`src/design/sil_pkg.sv`:
```
// Types and constants of the sorted integer list.
package sil_pkg;

    localparam int VALUE_W  = 32;
    localparam int STATUS_W = 2;
    localparam int OCC_W    = 5;
    localparam int OP_W     = 2;

    typedef enum logic [OP_W-1:0] {
        OP_INSERT = 2'd0,
        OP_DELETE = 2'd1,
        OP_LIST   = 2'd2
    } t_op;

    typedef enum logic [STATUS_W-1:0] {
        ST_OK        = 2'd0,
        ST_NOT_FOUND = 2'd1,
        ST_FULL      = 2'd2,
        ST_EMPTY     = 2'd3
    } t_status;

    typedef enum logic {
        S_IDLE = 1'b0,
        S_LIST = 1'b1
    } t_state;

    typedef enum logic [1:0] {
        CELL_HOLD   = 2'd0,
        CELL_INSERT = 2'd1,
        CELL_DELETE = 2'd2,
        CELL_ROTATE = 2'd3
    } t_cell_op;

    // Command broadcast to every cell of the chain.
    typedef struct packed {
        t_cell_op             op;
        logic [VALUE_W-1:0]   value;   // key for insert/delete compare
        logic [VALUE_W-1:0]   head;    // entry of cell 0, wraps to the tail on rotate
    } t_cell_cmd;

endpackage

```
`src/design/sil_cell.sv`:
```
// One storage cell of the sorted chain: compare against the key and shift.
module sil_cell
    import sil_pkg::*;
(
    input  logic               i_clk,
    input  t_cell_cmd          i_cmd,
    input  logic               i_valid,       // cell index below the count
    input  logic               i_tail,        // cell holds the last entry
    input  logic               i_left_lt,     // left neighbor is below the key
    input  logic [VALUE_W-1:0] i_left_value,
    input  logic [VALUE_W-1:0] i_right_value,
    output logic [VALUE_W-1:0] o_value,
    output logic               o_lt,
    output logic               o_match
);

    logic [VALUE_W-1:0] r_value;
    logic [VALUE_W-1:0] n_value;
    logic               w_below;
    logic               w_ge;

    assign w_below = $signed(r_value) < $signed(i_cmd.value);
    assign o_lt    = i_valid && w_below;
    assign w_ge    = i_valid && !w_below;
    assign o_match = i_valid && (r_value == i_cmd.value);
    assign o_value = r_value;

    always_comb begin
        n_value = r_value;
        case (i_cmd.op)
            CELL_INSERT: begin
                // first cell not below the key takes it, the rest shift right
                if (!o_lt) begin
                    n_value = i_left_lt ? i_cmd.value : i_left_value;
                end
            end
            CELL_DELETE: begin
                // first match sits at the first cell not below the key
                if (w_ge) begin
                    n_value = i_right_value;
                end
            end
            CELL_ROTATE: begin
                n_value = i_tail ? i_cmd.head : i_right_value;
            end
            default: begin
                n_value = r_value;
            end
        endcase
    end

    always_ff @(posedge i_clk) begin
        r_value <= n_value;
    end

endmodule

```
`src/design/sorted_integer_list.sv`:
```
// Top level of the sorted integer list: cell chain, sequencer and output register.
//
// Holds up to CAPACITY signed 32-bit integers in ascending order in a chain of
// compare cells. Each input transfer carries an operation in s_axis_tuser
// (0 insert, 1 delete, 2 list, 3 no-op) and a value in s_axis_tdata. Insert
// and delete work on all cells at once: each cell compares its entry with the
// value and shifts one place right (insert) or left (delete). An insert into a
// full list is refused with status FULL; a delete of a value that is not held
// gives status NOT_FOUND. A list request gives one result per held entry, in
// ascending order, with tlast on the final one; the chain rotates one place
// per result, so a list takes max(count, 1) output transfers and holds off the
// input side until the last one is registered, after which the chain is back
// in order. An empty list gives one result with value zero and status EMPTY.
// Every result carries the count held after the operation in occupancy
// (masked to 5 bits). A single output register parts the two sides: a new
// item is taken while a finished result is being accepted downstream.
// Entry contents need no reset; the count resets to zero.
module sorted_integer_list
    import sil_pkg::*;
#(
    parameter int CAPACITY = 16
) (
    input  logic        i_clk,
    input  logic        i_rst_n,
    // input stream
    input  logic        s_axis_tvalid,
    output logic        s_axis_tready,
    input  logic [31:0] s_axis_tdata,    // [31:0] value
    input  logic [1:0]  s_axis_tuser,    // [1:0] operation
    // result stream
    output logic        m_axis_tvalid,
    input  logic        m_axis_tready,
    output logic [39:0] m_axis_tdata,    // [31:0] entry_value, [36:32] occupancy, rest zero
    output logic [1:0]  m_axis_tuser,    // [1:0] status
    output logic        m_axis_tlast     // last result of this item
);

    localparam int CNT_W = $clog2(CAPACITY + 1);

    // ---------------------------------------------------------------- state
    t_state               r_state, n_state;
    logic [CNT_W-1:0]     r_count, n_count;
    logic [CNT_W-1:0]     r_remain, n_remain;   // list results still to send

    logic                 r_m_valid, n_m_valid;
    logic [VALUE_W-1:0]   r_m_value, n_m_value;
    t_status              r_m_status, n_m_status;
    logic [OCC_W-1:0]     r_m_occ, n_m_occ;
    logic                 r_m_last, n_m_last;

    // ---------------------------------------------------------- chain wires
    logic [VALUE_W-1:0]   w_value [CAPACITY];
    logic [CAPACITY-1:0]  w_lt;
    logic [CAPACITY-1:0]  w_match;
    t_cell_cmd            w_cmd;

    logic                 w_out_free;
    logic                 w_accept;
    logic                 w_found;
    logic                 w_full;
    t_op                  w_op;

    assign w_out_free    = !r_m_valid || m_axis_tready;
    assign s_axis_tready = (r_state == S_IDLE) && w_out_free;
    assign w_accept      = s_axis_tvalid && s_axis_tready;
    assign w_found       = |w_match;
    assign w_full        = (r_count >= CNT_W'(CAPACITY));
    assign w_op          = t_op'(s_axis_tuser);

    // ---------------------------------------------------------- cell chain
    for (genvar gi = 0; gi < CAPACITY; gi++) begin : g_cell
        logic               w_left_lt;
        logic [VALUE_W-1:0] w_left_value;
        logic [VALUE_W-1:0] w_right_value;

        if (gi == 0) begin : g_first
            // nothing sits left of cell 0: it takes the key when not below it
            assign w_left_lt    = 1'b1;
            assign w_left_value = w_value[0];
        end else begin : g_mid
            assign w_left_lt    = w_lt[gi-1];
            assign w_left_value = w_value[gi-1];
        end

        if (gi == CAPACITY - 1) begin : g_last
            assign w_right_value = w_value[gi];
        end else begin : g_inner
            assign w_right_value = w_value[gi+1];
        end

        sil_cell u_cell (
            .i_clk         (i_clk),
            .i_cmd         (w_cmd),
            .i_valid       (CNT_W'(gi) < r_count),
            .i_tail        ((CNT_W'(gi) + CNT_W'(1)) == r_count),
            .i_left_lt     (w_left_lt),
            .i_left_value  (w_left_value),
            .i_right_value (w_right_value),
            .o_value       (w_value[gi]),
            .o_lt          (w_lt[gi]),
            .o_match       (w_match[gi])
        );
    end

    // ------------------------------------------------------- next state
    always_comb begin
        n_state = r_state;
        case (r_state)
            S_IDLE: begin
                if (w_accept && (w_op == OP_LIST) && (r_count > CNT_W'(1))) begin
                    n_state = S_LIST;
                end
            end
            S_LIST: begin
                if (w_out_free && (r_remain == CNT_W'(1))) begin
                    n_state = S_IDLE;
                end
            end
            default: begin
                n_state = S_IDLE;
            end
        endcase
    end

    // ---------------------------------------------------------- outputs
    always_comb begin
        w_cmd.op    = CELL_HOLD;
        w_cmd.value = s_axis_tdata;
        w_cmd.head  = w_value[0];

        n_count    = r_count;
        n_remain   = r_remain;
        n_m_valid  = r_m_valid && !m_axis_tready;
        n_m_value  = r_m_value;
        n_m_status = r_m_status;
        n_m_last   = r_m_last;

        case (r_state)
            S_IDLE: begin
                if (w_accept) begin
                    n_m_valid  = 1'b1;
                    n_m_value  = s_axis_tdata;
                    n_m_status = ST_OK;
                    n_m_last   = 1'b1;
                    case (w_op)
                        OP_INSERT: begin
                            if (w_full) begin
                                n_m_status = ST_FULL;
                            end else begin
                                w_cmd.op = CELL_INSERT;
                                n_count  = r_count + CNT_W'(1);
                            end
                        end
                        OP_DELETE: begin
                            if (w_found) begin
                                w_cmd.op = CELL_DELETE;
                                n_count  = r_count - CNT_W'(1);
                            end else begin
                                n_m_status = ST_NOT_FOUND;
                            end
                        end
                        OP_LIST: begin
                            if (r_count == '0) begin
                                n_m_value  = '0;
                                n_m_status = ST_EMPTY;
                            end else begin
                                // first entry goes out now, the chain rotates
                                w_cmd.op  = CELL_ROTATE;
                                n_m_value = w_value[0];
                                n_m_last  = (r_count == CNT_W'(1));
                                n_remain  = r_count - CNT_W'(1);
                            end
                        end
                        default: begin
                            // undefined operation: echo, list untouched
                            n_m_status = ST_OK;
                        end
                    endcase
                end
            end
            S_LIST: begin
                if (w_out_free) begin
                    w_cmd.op   = CELL_ROTATE;
                    n_m_valid  = 1'b1;
                    n_m_value  = w_value[0];
                    n_m_status = ST_OK;
                    n_m_last   = (r_remain == CNT_W'(1));
                    n_remain   = r_remain - CNT_W'(1);
                end
            end
            default: begin
                w_cmd.op = CELL_HOLD;
            end
        endcase

        n_m_occ = OCC_W'(n_count);
        if (!(w_accept || ((r_state == S_LIST) && w_out_free))) begin
            n_m_occ = r_m_occ;
        end
    end

    // ---------------------------------------------------------- registers
    always_ff @(posedge i_clk) begin
        if (!i_rst_n) begin
            r_state   <= S_IDLE;
            r_count   <= '0;
            r_remain  <= '0;
            r_m_valid <= 1'b0;
        end else begin
            r_state   <= n_state;
            r_count   <= n_count;
            r_remain  <= n_remain;
            r_m_valid <= n_m_valid;
        end
    end

    always_ff @(posedge i_clk) begin
        r_m_value  <= n_m_value;
        r_m_status <= n_m_status;
        r_m_occ    <= n_m_occ;
        r_m_last   <= n_m_last;
    end

    assign m_axis_tvalid = r_m_valid;
    assign m_axis_tdata  = {3'b000, r_m_occ, r_m_value};
    assign m_axis_tuser  = r_m_status;
    assign m_axis_tlast  = r_m_last;

endmodule

```
`config.mk`:
```
export PLATFORM = sky130hd
export DESIGN_NAME = sorted_integer_list
export DESIGN_NICKNAME = d
export VERILOG_FILES = /design/src/design/sil_pkg.sv /design/src/design/sil_cell.sv /design/src/design/sorted_integer_list.sv
export SDC_FILE = /design/constraint.sdc
export NUM_CORES = 2
export LEC_CHECK = 0
export BUFFER_PORTS_ARGS = -buffer_cell sky130_fd_sc_hd__buf_4
export CORE_ASPECT_RATIO = 0.6
export CORE_UTILIZATION = 50
export DETAILED_ROUTE_END_ITERATION = 8
export GPL_TIMING_DRIVEN = 0
export PLACE_DENSITY = 0.71
export SYNTH_ARGS = -nofsm -noshare
export SYNTH_HDL_FRONTEND = slang
export SYNTH_SLANG_ARGS = --single-unit
```
`constraint.sdc`:
```
create_clock -name i_clk -period 9.05 [get_ports i_clk]
set_input_delay 0.4525 -clock i_clk [delete_from_list [all_inputs] [get_ports i_clk]]
set_output_delay 0.4525 -clock i_clk [all_outputs]
set_load 0.01 [all_outputs]
```
==> impl_metrics.py <==
metrics = {
    "pwr": {
        "p_per_area_mw_per_mm2": 140,
        "leakage_nw": 19.1,
        "vdd_drop_max_v": 0.000176,
    },
    "timing": {
        "worst_slew_pin_slew_ns": 1.56,
        "report.final.setup_viol": 0,
        "hold_viol_final": 0,
        "clock_skew_ns": 0.0353,
        "fin_setup_tns_ns": 0,
        "finalMaxSlewViolations": 42,
        "rsz0062_at_grt": "no",
        "maxSlewHeadroom_pct": -3.89,
        "period_minus_slack_ns": 7.13,
        "period_share_pct": 78.8,
        "fmaxAchievable_mhz": 140,
    },
    "yosys": {
        "synthesis.instances": 4354,
        "syn-mean-instance-area_um2": 10.1,
        "post_synth_num_cell_types": 76,
        "synth_warnings": 0,
        "synth_seq_cells": 564,
        "ys.flop_type": "edfxtp_1",
        "synth-edff-count": 552,
        "async_reset_ff_share_pct": 0,
        "ys_seq_area_share_pct": 38.2,
        "syn-cell-area_mm2": 0.0440,
    },
    "global_route": {
        "met3_usage_pct": 19.7,
        "antenna_found_initial": 3,
        "grt_use_met1_pct": 61.9,
        "grt_pass1_vias": 38436,
        "grt_pass1_wl_um": 275000,
        "grt.total_usage_pct": 43.3,
        "gr-total-overflow": 0,
        "grt_max_degree": 33,
        "grt_util_met2_pct": 56.9,
        "grt_busiest_layer": "met1",
    },
    "route": {
        "routedWlPerCell_um": 34.8,
        "route.detailed.drc": 0,
        "postRouteAntennaNets": 0,
        "vias": 42026,
        "avgViaCountPerCell": 7.36,
        "routed_wl_um": 199000,
        "drt_iter0_markers": 7509,
        "firstDrtPassIters": 6,
    },
    "setup_path": {
        "cp_common_cell": "clkbuf_1",
        "worstPathArrival_ns": 7.41,
        "endpoint_kind": "flip-flop",
        "crit_slowest_cell": "o21ai_1",
        "worst-path-max-fanout": 32,
        "cp.required_ns": 9.33,
        "r2r_cells": 11,
        "crit_path_cell_trace": "clkbuf_1 -> inv_1 -> ha_1 -> clkbuf_1 -> nand3_1 -> o21ai_0 -> o21ai_1 -> clkbuf_1 -> and2_0 -> o21ai_0 -> nand2_1",
        "critPathKind": "flip-flop to flip-flop",
        "rr_startpoint": "r_count[1]$_SDFF_PN0_",
        "slowest_delay_ns": 1.20,
        "crit_start": "r_count[1]$_SDFF_PN0_",
        "startpoint_type": "flip-flop",
    },
    "cts": {
        "post_cts_buffers": 0,
        "cts_resized": 0,
        "hold_buffers": 0,
        "cts_max_level": 2,
        "cts_made_buffers": 59,
        "cts_tree": "yes",
        "clkLatencyLatePin_ns": 0.70,
        "clock_sinks": 564,
        "clk_path_buf_depth": 3,
        "root_buffer": "clkbuf_16",
        "clk_pin_slew_ns": 0.07,
    },
    "final_layout": {
        "stdcell_count": 5711,
        "layout-drive-gt1-share_pct": 6.29,
        "areaGrowthSynthToFinish_pct": 10.5,
        "final_nets": 5069,
        "fillers": 7581,
    },
    "placement": {
        "dpl.hpwl_um": 162000,
        "dpl.cell_count": 5598,
        "place.port_buffers": 77,
        "gp_congestion": 1.09,
    },
    "status": {
        "outcome": "finished, violations left",
        "violations": "capacitance limit, slew limit",
    },
    "worst_hold_path": {
        "min_path_cells": 2,
        "hp-start": "s_axis_tvalid",
        "hold_class": "input port to flip-flop",
    },
    "floorplanning": {
        "die_w_um": 385,
        "die-height_um": 232,
        "io_pins": 83,
        "core-area_mm2": 0.0863,
        "dieArea_mm2": 0.0892,
        "rows": 83,
        "start_util_pct": 51.0,
    },
    "run": {
        "cap_viol_max_count": 4,
    },
}
cell families after synthesis:
family | count (synthesis) | share of synthesized area (%)
muxes | 394 | 8.98
other | 1 | 0.00853
buffers and inverters | 561 | 5.07
DFF | 564 | 38.2
AOI/OAI and AO/OA | 1443 | 22.7
adders and majority gates | 519 | 14.8
and+or+nand+nor | 867 | 10.1
xor gates and xnor gates | 5 | 0.0996
critical path, delay by kind of cell (launching register included):
kind | cells | cell delay (ns)
AND/OR/NAND/NOR | 3 | 2.40
flip-flops | 1 | 0.47
AO/OA/AOI/OAI | 3 | 1.60
buffers and inverters | 4 | 1.96
adder cells (fa/ha/maj) | 1 | 0.25
where the power goes:
part | switching [mW] | internal [mW] | total, mW
clock network | 1.21 | 1.44 | 2.66
registers | 0.0778 | 2.98 | 3.05
logic | 0.755 | 0.347 | 1.10
layout by cell type (no fill, tap or decap), types with 138 or more instances in the layout:
cell      synthesis  final
edfxtp_1        552    552
ha_1            519    519
mux2i_1         391    391
o21ai_1         357    355
clkbuf_1        312    325
a32oi_1         320    320
nand2_1         261    260
a21oi_1         207    201
nand3_1         142    142
inv_1           138    138
final cells by class:
type	count	area, um2	area share [%]
clock inverters	35	394	0.811
flip-flops and latches	564	16800	34.6
diodes	4	10.0	0.0206
multi-input cells	3231	25100	51.7
plain buffers	423	1710	3.53
repair buffers	95	1000	2.06
inverters	138	518	1.07
well taps	1147	1440	2.95
clock buffers	74	1550	3.20
path summary, 6_finish.rpt:
check / endpoint / slack (ns)
max: g_cell[13].u_cell.o_value[6]$_DFFE_PP_ / 1.92
min: m_axis_tvalid$_SDFF_PN0_ / 0.05
max reg2reg: g_cell[13].u_cell.o_value[6]$_DFFE_PP_ / 1.92
min reg2reg: r_remain[1]$_SDFFE_PN0P_ / 0.49
synthesized netlist by cell type, drive strengths merged, types with 55 or more instances:
cell type	count	share of area (%)
a21oi	207	2.4
o21ai	460	5.2
o221ai	67	1.3
edfxtp	552	38
nand4	118	1.7
o311ai	63	1.3
inv	138	1.2
nand2	261	2.2
clkbuf	312	2.7
ha	519	15
mux2i	391	8.9
a21o	72	1.2
nor2	55	0.47
buf	111	1.2
a32oi	321	6.4
nand3	142	1.6
nor3	89	1.0
registers in the layout, indices dropped and copies added (netlist names):
name / flops
m_axis_tvalid: 1
r_m_value: 32
r_m_occ: 5
r_state: 1
m_axis_tlast: 1
r_count: 5
g_cell.u_cell.o_value: 512
m_axis_tuser: 2
r_remain: 5
metrics by stage:
stage	hold WS [ns]	total power [mW]	area [um2]	utilization, %	setup slack [ns]
CTS	0.0457	6.70	48600	56.3	2.61
finish	0.0542	6.81	48600	56.3	1.92
floorplan	0.450	3.68	44000	-	2.59
global placement	0.475	4.09	46000	53.3	-2.34
global route	0.0706	6.91	48600	56.3	2.10
detailed placement	0.485	4.14	46600	54.0	2.35
layer usage:
| metal | up-vias | wire length, um | part of all wire (%) |
|---|---|---|---|
| li1 | 17762 | - | - |
| met2 | 3610 | 74600 | 38 |
| met5 | - | 19 | 0.0096 |
| met1 | 20230 | 80100 | 40 |
| met4 | 2 | 7070 | 3.6 |
| met3 | 422 | 37000 | 19 |
Power figures use the tool's default switching activity.
